--- config.mk ---
export PLATFORM = sky130hd
export DESIGN_NAME = indexed_list_shift_table
export DESIGN_NICKNAME = d
export VERILOG_FILES = /design/src/design/ilst_pkg.sv /design/src/design/ilst_ram.sv /design/src/design/indexed_list_shift_table.sv
export VERILOG_INCLUDE_DIRS = /design/src /design/src/design
export SDC_FILE = /design/constraint.sdc
export NUM_CORES = 2
export LEC_CHECK = 0
export BUFFER_PORTS_ARGS = -buffer_cell sky130_fd_sc_hd__buf_4
export CAP_MARGIN = 5
export CELL_PAD_IN_SITES_DETAIL_PLACEMENT = 0
export CELL_PAD_IN_SITES_GLOBAL_PLACEMENT = 2
export CORE_UTILIZATION = 48
export DETAILED_ROUTE_END_ITERATION = 8
export PLACE_DENSITY = 0.8
export RECOVER_POWER = 100
export SYNTH_ARGS = -nofsm -noshare
export SYNTH_HDL_FRONTEND = slang
export SYNTH_SLANG_ARGS = --single-unit
export TNS_END_PERCENT = 100
--- constraint.sdc ---
create_clock -name clk -period 5.35 [get_ports clk]
set_input_delay 0.535 -clock clk [delete_from_list [all_inputs] [get_ports clk]]
set_output_delay 0.535 -clock clk [all_outputs]
set_load 0.05 [all_outputs]
--- src/design/indexed_list_shift_table_assert.svh ---
// Assertion macros for the list table RTL.
`ifndef INDEXED_LIST_SHIFT_TABLE_ASSERT_SVH
`define INDEXED_LIST_SHIFT_TABLE_ASSERT_SVH

// Consequent must hold in the same cycle as the antecedent.
`define ILST_ASSERT_NOW(label, clk, rst_n, ante, cons, msg) \
	label: assert property (@(posedge clk) disable iff (!rst_n) (ante) |-> (cons)) \
		else $error(msg);

// Consequent must hold in the cycle after the antecedent.
`define ILST_ASSERT_NEXT(label, clk, rst_n, ante, cons, msg) \
	label: assert property (@(posedge clk) disable iff (!rst_n) (ante) |=> (cons)) \
		else $error(msg);

`endif

--- src/design/ilst_pkg.sv ---
`default_nettype none

package ilst_pkg;

	localparam int OP_W = 3;
	localparam int INDEX_W = 7;
	localparam int VALUE_W = 32;
	localparam int COUNT_W = 7;

	typedef logic [OP_W-1:0] op_t;

	localparam op_t OP_READ    = 3'd0;
	localparam op_t OP_REPLACE = 3'd1;
	localparam op_t OP_INSERT  = 3'd2;
	localparam op_t OP_APPEND  = 3'd3;
	localparam op_t OP_REMOVE  = 3'd4;

endpackage

`default_nettype wire

--- src/design/ilst_ram.sv ---
`default_nettype none

module ilst_ram #(
	parameter int WIDTH = 32,
	parameter int DEPTH = 64
) (
	input  wire logic                     clk,
	input  wire logic                     we,
	input  wire logic [$clog2(DEPTH)-1:0] waddr,
	input  wire logic [WIDTH-1:0]         wdata,
	input  wire logic                     re,
	input  wire logic [$clog2(DEPTH)-1:0] raddr,
	output logic      [WIDTH-1:0]         rdata
);

	logic [WIDTH-1:0] mem_q [DEPTH];
	logic [WIDTH-1:0] rdata_q;

	always_ff @(posedge clk) begin
		if (we) begin
			mem_q[waddr] <= wdata;
		end
		// hold the last read word while no read is issued
		if (re) begin
			rdata_q <= mem_q[raddr];
		end
	end

	assign rdata = rdata_q;

endmodule

`default_nettype wire

--- src/design/indexed_list_shift_table.sv ---
// Ordered list of up to DEPTH entries held in one single-port-write RAM, with a running
// count. Each item carries one operation (read, replace, insert, append, remove) and gives
// one result. The sequencer takes one item at a time and moves entries through the single
// RAM read port and write port, one entry per cycle. Read, replace, append and any failing
// operation skip the shift. Insert at index i below the count moves entries i
// through the last up by one, then writes the value at i; remove below the last entry
// moves the entries above i down by one. The result sits in an output register, so the
// next item may be taken while a result still waits for its transfer. No clearing pass:
// entries are undefined until written, and only written entries lie below the count.
`default_nettype none

`include "indexed_list_shift_table_assert.svh"

module indexed_list_shift_table #(
	parameter int DEPTH = 64,
	parameter int ENTRY_WIDTH = 32
) (
	input  wire logic                          clk,
	input  wire logic                          arst_n,
	input  wire logic                          item_valid,
	output logic                               item_stall,
	input  wire logic [ilst_pkg::OP_W-1:0]     op,
	input  wire logic [ilst_pkg::INDEX_W-1:0]  index,
	input  wire logic [ilst_pkg::VALUE_W-1:0]  value,
	output logic                               result_valid,
	input  wire logic                          result_stall,
	output logic                               ok,
	output logic      [ilst_pkg::VALUE_W-1:0]  read_value,
	output logic      [ilst_pkg::COUNT_W-1:0]  count
);

	localparam int CW = $clog2(DEPTH + 1);
	localparam int AW = $clog2(DEPTH);
	localparam int XW = (CW > ilst_pkg::INDEX_W) ? CW : ilst_pkg::INDEX_W;
	localparam int MW = (ENTRY_WIDTH > ilst_pkg::VALUE_W) ? ENTRY_WIDTH : ilst_pkg::VALUE_W;

	localparam logic [2:0] ST_IDLE  = 3'd0;
	localparam logic [2:0] ST_INS   = 3'd1;
	localparam logic [2:0] ST_WRVAL = 3'd2;
	localparam logic [2:0] ST_REM   = 3'd3;
	localparam logic [2:0] ST_FIN   = 3'd4;

	logic [2:0]             state_q;
	logic [CW-1:0]          count_q;
	logic                   result_valid_q;
	logic [AW-1:0]          ptr_q;
	logic [AW-1:0]          idx_q;
	logic [ENTRY_WIDTH-1:0] val_q;
	logic                   ok_pend_q;
	logic                   rdsel_q;
	logic                   ok_q;
	logic [ilst_pkg::VALUE_W-1:0] read_value_q;
	logic [ilst_pkg::COUNT_W-1:0] count_out_q;

	logic                   accept;
	logic                   out_free;
	logic                   go_ok;
	logic [XW-1:0]          idx_x;
	logic [XW-1:0]          cnt_x;
	logic [XW-1:0]          idx_p1_x;
	logic [CW-1:0]          cnt_m1;
	logic [AW-1:0]          idx_a;
	logic [MW-1:0]          val_ext;
	logic [ENTRY_WIDTH-1:0] val_w;
	logic [MW-1:0]          rd_ext;
	logic                   ins_more;
	logic                   rem_more;

	logic                   ram_we;
	logic [AW-1:0]          ram_waddr;
	logic [ENTRY_WIDTH-1:0] ram_wdata;
	logic                   ram_re;
	logic [AW-1:0]          ram_raddr;
	logic [ENTRY_WIDTH-1:0] ram_rdata;

	assign item_stall = (state_q != ST_IDLE);
	assign accept = item_valid && !item_stall;
	assign out_free = !result_valid_q || !result_stall;

	assign idx_x = XW'(index);
	assign cnt_x = XW'(count_q);
	assign idx_p1_x = idx_x + 1'b1;
	assign cnt_m1 = count_q - 1'b1;
	assign idx_a = idx_x[AW-1:0];
	assign val_ext = MW'(value);
	assign val_w = val_ext[ENTRY_WIDTH-1:0];
	assign rd_ext = MW'(ram_rdata);

	// another entry still to move during a shift
	assign ins_more = (ptr_q > idx_q);
	assign rem_more = ((CW'(ptr_q) + 1'b1) < count_q);

	always_comb begin
		go_ok = 1'b0;
		case (op)
			ilst_pkg::OP_READ,
			ilst_pkg::OP_REPLACE,
			ilst_pkg::OP_REMOVE: go_ok = (idx_x < cnt_x);
			ilst_pkg::OP_INSERT: go_ok = (idx_x <= cnt_x) && (count_q < CW'(DEPTH));
			ilst_pkg::OP_APPEND: go_ok = (count_q < CW'(DEPTH));
			default:             go_ok = 1'b0;
		endcase
	end

	always_comb begin
		ram_we = 1'b0;
		ram_waddr = '0;
		ram_wdata = '0;
		ram_re = 1'b0;
		ram_raddr = '0;
		case (state_q)
			ST_IDLE: begin
				if (accept && go_ok) begin
					case (op)
						ilst_pkg::OP_READ: begin
							ram_re = 1'b1;
							ram_raddr = idx_a;
						end
						ilst_pkg::OP_REPLACE: begin
							ram_we = 1'b1;
							ram_waddr = idx_a;
							ram_wdata = val_w;
						end
						ilst_pkg::OP_APPEND: begin
							ram_we = 1'b1;
							ram_waddr = count_q[AW-1:0];
							ram_wdata = val_w;
						end
						ilst_pkg::OP_INSERT: begin
							if (idx_x == cnt_x) begin
								ram_we = 1'b1;
								ram_waddr = idx_a;
								ram_wdata = val_w;
							end else begin
								ram_re = 1'b1;
								ram_raddr = cnt_m1[AW-1:0];
							end
						end
						ilst_pkg::OP_REMOVE: begin
							if (idx_p1_x < cnt_x) begin
								ram_re = 1'b1;
								ram_raddr = idx_p1_x[AW-1:0];
							end
						end
						default: begin
							ram_re = 1'b0;
						end
					endcase
				end
			end
			ST_INS: begin
				// move the entry read last cycle up by one, fetch the next lower one
				ram_we = 1'b1;
				ram_waddr = ptr_q + 1'b1;
				ram_wdata = ram_rdata;
				if (ins_more) begin
					ram_re = 1'b1;
					ram_raddr = ptr_q - 1'b1;
				end
			end
			ST_WRVAL: begin
				ram_we = 1'b1;
				ram_waddr = idx_q;
				ram_wdata = val_q;
			end
			ST_REM: begin
				ram_we = 1'b1;
				ram_waddr = ptr_q;
				ram_wdata = ram_rdata;
				if (rem_more) begin
					ram_re = 1'b1;
					ram_raddr = ptr_q + 1'b1 + 1'b1;
				end
			end
			default: begin
				ram_we = 1'b0;
			end
		endcase
	end

	always_ff @(posedge clk or negedge arst_n) begin
		if (!arst_n) begin
			state_q <= ST_IDLE;
			count_q <= '0;
			result_valid_q <= 1'b0;
		end else begin
			if (result_valid_q && !result_stall) begin
				result_valid_q <= 1'b0;
			end
			case (state_q)
				ST_IDLE: begin
					if (accept) begin
						state_q <= ST_FIN;
						if (go_ok) begin
							case (op)
								ilst_pkg::OP_INSERT: begin
									count_q <= count_q + 1'b1;
									if (idx_x != cnt_x) begin
										state_q <= ST_INS;
									end
								end
								ilst_pkg::OP_APPEND: begin
									count_q <= count_q + 1'b1;
								end
								ilst_pkg::OP_REMOVE: begin
									count_q <= count_q - 1'b1;
									if (idx_p1_x < cnt_x) begin
										state_q <= ST_REM;
									end
								end
								default: begin
									state_q <= ST_FIN;
								end
							endcase
						end
					end
				end
				ST_INS: begin
					if (!ins_more) begin
						state_q <= ST_WRVAL;
					end
				end
				ST_WRVAL: begin
					state_q <= ST_FIN;
				end
				ST_REM: begin
					if (!rem_more) begin
						state_q <= ST_FIN;
					end
				end
				ST_FIN: begin
					// hold until the output register is free
					if (out_free) begin
						result_valid_q <= 1'b1;
						state_q <= ST_IDLE;
					end
				end
				default: begin
					state_q <= ST_IDLE;
				end
			endcase
		end
	end

	always_ff @(posedge clk) begin
		case (state_q)
			ST_IDLE: begin
				if (accept) begin
					idx_q <= idx_a;
					val_q <= val_w;
					ok_pend_q <= go_ok;
					rdsel_q <= go_ok && (op == ilst_pkg::OP_READ);
					if (op == ilst_pkg::OP_INSERT) begin
						ptr_q <= cnt_m1[AW-1:0];
					end else begin
						ptr_q <= idx_a;
					end
				end
			end
			ST_INS: begin
				if (ins_more) begin
					ptr_q <= ptr_q - 1'b1;
				end
			end
			ST_REM: begin
				if (rem_more) begin
					ptr_q <= ptr_q + 1'b1;
				end
			end
			ST_FIN: begin
				if (out_free) begin
					ok_q <= ok_pend_q;
					read_value_q <= rdsel_q ? rd_ext[ilst_pkg::VALUE_W-1:0] : '0;
					count_out_q <= cnt_x[ilst_pkg::COUNT_W-1:0];
				end
			end
			default: begin
				ok_q <= ok_q;
			end
		endcase
	end

	ilst_ram #(
		.WIDTH(ENTRY_WIDTH),
		.DEPTH(DEPTH)
	) u_ram (
		.clk  (clk),
		.we   (ram_we),
		.waddr(ram_waddr),
		.wdata(ram_wdata),
		.re   (ram_re),
		.raddr(ram_raddr),
		.rdata(ram_rdata)
	);

	assign result_valid = result_valid_q;
	assign ok = ok_q;
	assign read_value = read_value_q;
	assign count = count_out_q;

	`ILST_ASSERT_NEXT(a_grow_count, clk, arst_n,
		accept && go_ok && (op == ilst_pkg::OP_INSERT || op == ilst_pkg::OP_APPEND),
		count_q == $past(count_q) + 1'b1, "count did not grow after insert or append")
	`ILST_ASSERT_NEXT(a_fail_keeps_count, clk, arst_n, accept && !go_ok,
		$stable(count_q), "failed operation changed the count")
	`ILST_ASSERT_NOW(a_fail_no_data, clk, arst_n, result_valid && !ok,
		read_value == '0, "failed result carries read data")
	`ILST_ASSERT_NOW(a_count_bound, clk, arst_n, 1'b1,
		count_q <= CW'(DEPTH), "entry count above depth")

endmodule

`default_nettype wire
==> results.txt <==
----------------------------------------------------
[Logic synthesis]
  Multiplexer share of the synthesized area ... 0.0536
  Flip-flop cell with the highest count after synthesis ... sky130_fd_sc_hd__edfxtp_1
  FFs w/ async S/R, synth ... 0.00505
  Average cell area after synthesis ... between 15 and 20 um^2
  Number of unique standard cell types used by synthesis ... a little over 90
  Number of enable-type register cells in the synthesized netlist ... around 2200
  Sequential element share of the synthesized area ... 0.758
  Complex-gate fraction of the synthesized area ... 0.100
  Simple-gate share of the synthesized area ... 0.0576
  Syn. warnings ... 0
  Xor and xnor area share after synthesis ... 0.00254
  Combinational family with the most area after synthesis ... compound AO/OA/AOI/OAI gates
  Flop and latch count out of synthesis ... 2177
  Netlist area before placement ... 86100 um^2
  Cells after synthesis ... 5341
  Synthesized-area fraction occupied by adder cells ... 0.00465
  Net count after synthesis ... 5419

[Worst setup path]
  Count of cell instances traversed by the critical path ... 18
  Top Family by Delay on Critical Path ... compound AO/OA/AOI/OAI gates
  Sort of element at the end of the critical path ... flip-flop
  Delay of the slowest critical-path stage ... 0.61 ns
  Critical path data arrival time ... 5.84 ns
  Required time of the critical path ... just under 6 ns
  Endpoint of the most critical setup path ... u_ram.rdata[24]$_DFFE_PP_
  Slack of the worst reg-to-reg path ... ~0.2 ns
  Critical R2R Capture ... u_ram.rdata[24]$_DFFE_PP_
  Maximum fanout along the worst path ... 18
  CP max stage cell ... sky130_fd_sc_hd__or4_1
  Most used cell, CP ... sky130_fd_sc_hd__buf_4
  First element of the critical path ... index[1]
  Type of element launching the critical path ... input port
  Buffer and inverter count on the worst path ... 5
  Startpoint of the worst-slack reg-to-reg timing path ... ptr_q[0]$_DFFE_PP_
  Number of cells traversed by the worst register-to-register path ... 17
  Critical path cell sequence ... dlygate4sd3_1 > buf_4 > ha_1 > nand3_1 > xnor2_1 > ha_1 > a211o_1 > a211o_4 > nor3_4 > o22ai_4 > buf_4 > a211oi_4 > buf_4 > nand2_2 > buf_4 > o2111ai_1 > o211ai_1 > or4_1
  Worst setup path class ... in2reg

[Timing]
  Worst max-slew margin expressed relative to the limit ... -0.620
  Number of pins exceeding their max-slew limit in the final report ... 65
  Pin slew with the least headroom to its limit ... 2.43 ns
  Final clock skew ... 0.0497 ns
  Highest attainable clock frequency ... around 0.19 GHz
  Final Critical Period ... 5.23 ns
  Final setup violation count ... 0
  Hold Vio Cnt, Final ... 0
  Accumulated negative setup slack ... 0 ns
  Fraction of the cycle the final worst path needs ... 0.977

[Global route]
  Number of antenna violations at the first check in global routing ... 19
  Global routing usage summed across all routing layers ... 0.280
  Pin count of the biggest net entering global routing ... 86
  Remaining global-route overflow ... 0
  Number of global-route vias before repair ... 50600
  First-pass GRT wire length ... roughly 360000 um

[Final layout]
  Most common cell after layout, fill and taps aside ... sky130_fd_sc_hd__edfxtp_1
  Fin cells ... 8311
  Highest-count cells in the layout ignoring fill and taps ... 2166 x sky130_fd_sc_hd__edfxtp_1, 546 x sky130_fd_sc_hd__nand2_1, 459 x sky130_fd_sc_hd__mux2i_1
  Share of cells above drive strength 1 ... 0.150
  Growth of design area from synthesis to finish ... 16.8%
  Fin nets ... between 5000 and 6000

[Clock network]
  Latest clock arrival within the worst-skew pair ... between 0.8 and 0.9 ns
  CTS clk-pin slew, worst paths ... 0.06 ns
  TritonCTS sink count ... around 2200
  CTS tree ... yes
  Number of levels in the clock H-tree ... 4
  Clock tree root buffer cell ... sky130_fd_sc_hd__clkbuf_16
  Max clock buf depth ... 3
  Number of buffers inserted during clock tree synthesis ... 216

[Route]
  Detailed-routing iteration count for the pre-antenna-repair pass ... 9
  Routed len/inst ... 30.9 um
  DRC ... 0
  Average vias per placed instance ... about 6.3
  Routed wire length ... ~260000 um
  Antenna Violating Nets Remaining ... 0
  Initial DRC Count ... 7071
  Total via count in the routed design ... 52500

[Run status]
  Violated checks ... capacitance limit, slew limit
  Outcome ... finished with violations

[Floorplanning]
  Floorplan die area ... approximately 180000 um^2
  Height of the chip ... 426 um
  Count of standard-cell rows ... 155
  Floorplan die width ... 426 um
  Floorplan core area ... 178000 um^2
  Starting utilization of the core area ... 0.483
  Ports ... 88

[Place]
  HPWL after detailed placement ... between 100000 and 150000 um
  # placed instances ... 7855
  Port-buffer cells ... slightly below 90
  Routability congestion estimate from global placement ... between 0.8 and 0.9

[Power]
  Cell Pwr Density ... 376 nW/um^2
  LEAKAGE ... around 32 nW
  Worst IR Drop VDD ... between 0.3 and 0.4 mV

[Hold path]
  Class of the most critical hold timing path ... in2reg

[Job]
  Number of maximum-capacitance constraint violations ... 2

----------------------------------------------------
[state kept, by name, summed over array words and instances, names as in the netlist]
register	count
val_q	32
u_ram.mem_q	2048
rdsel_q	1
cnt_x	7
state_q	3
count	7
ptr_q	6
idx_q	6
ok	1
read_value	32
result_valid	1
ok_pend_q	1
u_ram.rdata	32
[cell type report]
type	instances	area (um^2)
Clock buffer	263	5580
Antenna cell	2	5.00
Inverter	51	191
Tap cell	2355	2950
Sequential cell	2177	65300
Timing Repair Buffer	544	5680
Fill cell	13900	77800
Clock inverter	143	1270
Multi-Input combinational cell	2776	19600
[per-layer routing]
metal,GRT usage,wire (um)
met1,0.389,103000
met2,0.449,123000
met3,0.0503,23500
met4,0.0890,7320
met5,0,39
[power breakdown]
group / switching [mW] / internal, mW / total (mW)
clock: 6.56 / 8.09 / 14.6
sequential: 0.178 / 19.4 / 19.6
combinational: 2.65 / 0.996 / 3.64
total: 9.38 / 28.5 / 37.9
[kinds of logic after synthesis]
logic type / after synthesis
fa+ha+maj: 32
compound gates: 1180
simple gates: 1076
flops: 2177
buf+inv: 390
mux: 461
xor+xnor: 25
[worst reg2reg max path, stage by stage, from the launching register on]
cell and delay (ns):
sky130_fd_sc_hd__edfxtp_1 0.35, sky130_fd_sc_hd__buf_4 0.18, sky130_fd_sc_hd__nand2_1 0.09, sky130_fd_sc_hd__or3_1 0.39, sky130_fd_sc_hd__nand2_1 0.15, sky130_fd_sc_hd__ha_1 0.26
sky130_fd_sc_hd__o21ai_1 0.20, sky130_fd_sc_hd__o211ai_1 0.20, sky130_fd_sc_hd__nor3_4 0.31, sky130_fd_sc_hd__a21oi_4 0.14, sky130_fd_sc_hd__buf_4 0.22, sky130_fd_sc_hd__a211oi_4 0.32
sky130_fd_sc_hd__buf_4 0.28, sky130_fd_sc_hd__nand2_2 0.21, sky130_fd_sc_hd__buf_4 0.31, sky130_fd_sc_hd__o2111ai_1 0.23, sky130_fd_sc_hd__o211ai_1 0.43, sky130_fd_sc_hd__or4_1 0.61
[worst min-delay path by stage]
stage / end / depth (start not counted) / slack [ns] / startpoint
2_1_floorplan: cnt_x[0]$_DFFE_PN0P_ / 0 / 0.24 / arst_n
4_1_cts: state_q[1]$_DFFE_PN0P_ / 2 / 0.02 / arst_n
5_1_grt: state_q[2]$_DFFE_PN0P_ / 3 / 0.07 / item_valid
3_5_place_dp: result_valid$_DFF_PN0_ / 1 / 0.40 / arst_n
6_report: state_q[2]$_DFFE_PN0P_ / 3 / 0.08 / item_valid
3_3_place_gp: result_valid$_DFF_PN0_ / 1 / 0.39 / arst_n
[Yosys cell counts (7+ instances only)]
library cell	n	area, um^2
sky130_fd_sc_hd__a2111oi_0	69	604
sky130_fd_sc_hd__a31o_2	7	61.3
sky130_fd_sc_hd__a221oi_1	7	61.3
sky130_fd_sc_hd__a222oi_1	58	581
sky130_fd_sc_hd__nor2_1	167	627
sky130_fd_sc_hd__edfxtp_1	2166	65000
sky130_fd_sc_hd__o211ai_1	25	188
sky130_fd_sc_hd__a21oi_1	121	606
sky130_fd_sc_hd__o2111ai_1	44	385
sky130_fd_sc_hd__o211a_1	12	120
sky130_fd_sc_hd__o22a_1	16	140
sky130_fd_sc_hd__a31oi_1	42	263
sky130_fd_sc_hd__a21o_1	8	60.1
sky130_fd_sc_hd__nand4_1	45	282
sky130_fd_sc_hd__dfrtp_1	11	275
sky130_fd_sc_hd__or4_1	39	293
sky130_fd_sc_hd__buf_1	12	45.0
sky130_fd_sc_hd__inv_1	51	191
sky130_fd_sc_hd__a32oi_1	35	307
sky130_fd_sc_hd__o22ai_1	282	1760
sky130_fd_sc_hd__xnor2_1	18	158
sky130_fd_sc_hd__and3_1	49	307
sky130_fd_sc_hd__a211oi_1	78	586
sky130_fd_sc_hd__buf_6	11	124
sky130_fd_sc_hd__and2_1	41	257
sky130_fd_sc_hd__a211o_1	58	508
sky130_fd_sc_hd__nand2_1	548	2060
sky130_fd_sc_hd__a32o_1	46	460
sky130_fd_sc_hd__xor2_1	7	61.3
sky130_fd_sc_hd__o221ai_1	13	114
sky130_fd_sc_hd__nor4_1	31	194
sky130_fd_sc_hd__o32ai_1	16	140
sky130_fd_sc_hd__buf_4	66	495
sky130_fd_sc_hd__mux2i_1	459	4590
sky130_fd_sc_hd__clkbuf_1	120	450
sky130_fd_sc_hd__nor3_1	40	200
sky130_fd_sc_hd__nor3b_1	9	67.6
sky130_fd_sc_hd__nand3_1	62	310
sky130_fd_sc_hd__buf_2	129	646
sky130_fd_sc_hd__o2111a_1	10	113
sky130_fd_sc_hd__o31ai_1	27	203
sky130_fd_sc_hd__o21ba_2	11	110
sky130_fd_sc_hd__o21ai_0	132	661
sky130_fd_sc_hd__a22oi_1	15	113
sky130_fd_sc_hd__ha_1	32	400
[timing repair]
action                                  4_1_cts  5_1_grt
gates cloned                                  1        1
resized for setup                             4       14
endpoints found under the setup margin        4       23
buffers inserted                              0        7
hold buffers                                 39        0
endpoints found under the hold margin        50        0
pin swaps                                     0        7
[per-stage QoR]
| step | utilization | hold slack, ns | setup WS (ns) | power [mW] | area [um^2] |
|---|---|---|---|---|---|
| 2_1_floorplan | - | 0.239 | 0.301 | 22.0 | 86100 |
| 3_3_place_gp | 0.524 | 0.393 | -0.245 | 23.6 | 93500 |
| 3_5_place_dp | 0.524 | 0.396 | -0.303 | 23.6 | 93500 |
| 4_1_cts | 0.565 | 0.0179 | 0.0299 | 38.1 | 101000 |
| 5_1_grt | 0.564 | 0.0715 | -0.00304 | 38.9 | 101000 |
| 6_report | 0.564 | 0.0797 | 0.124 | 37.9 | 101000 |
Power figures use the tool's default switching activity.
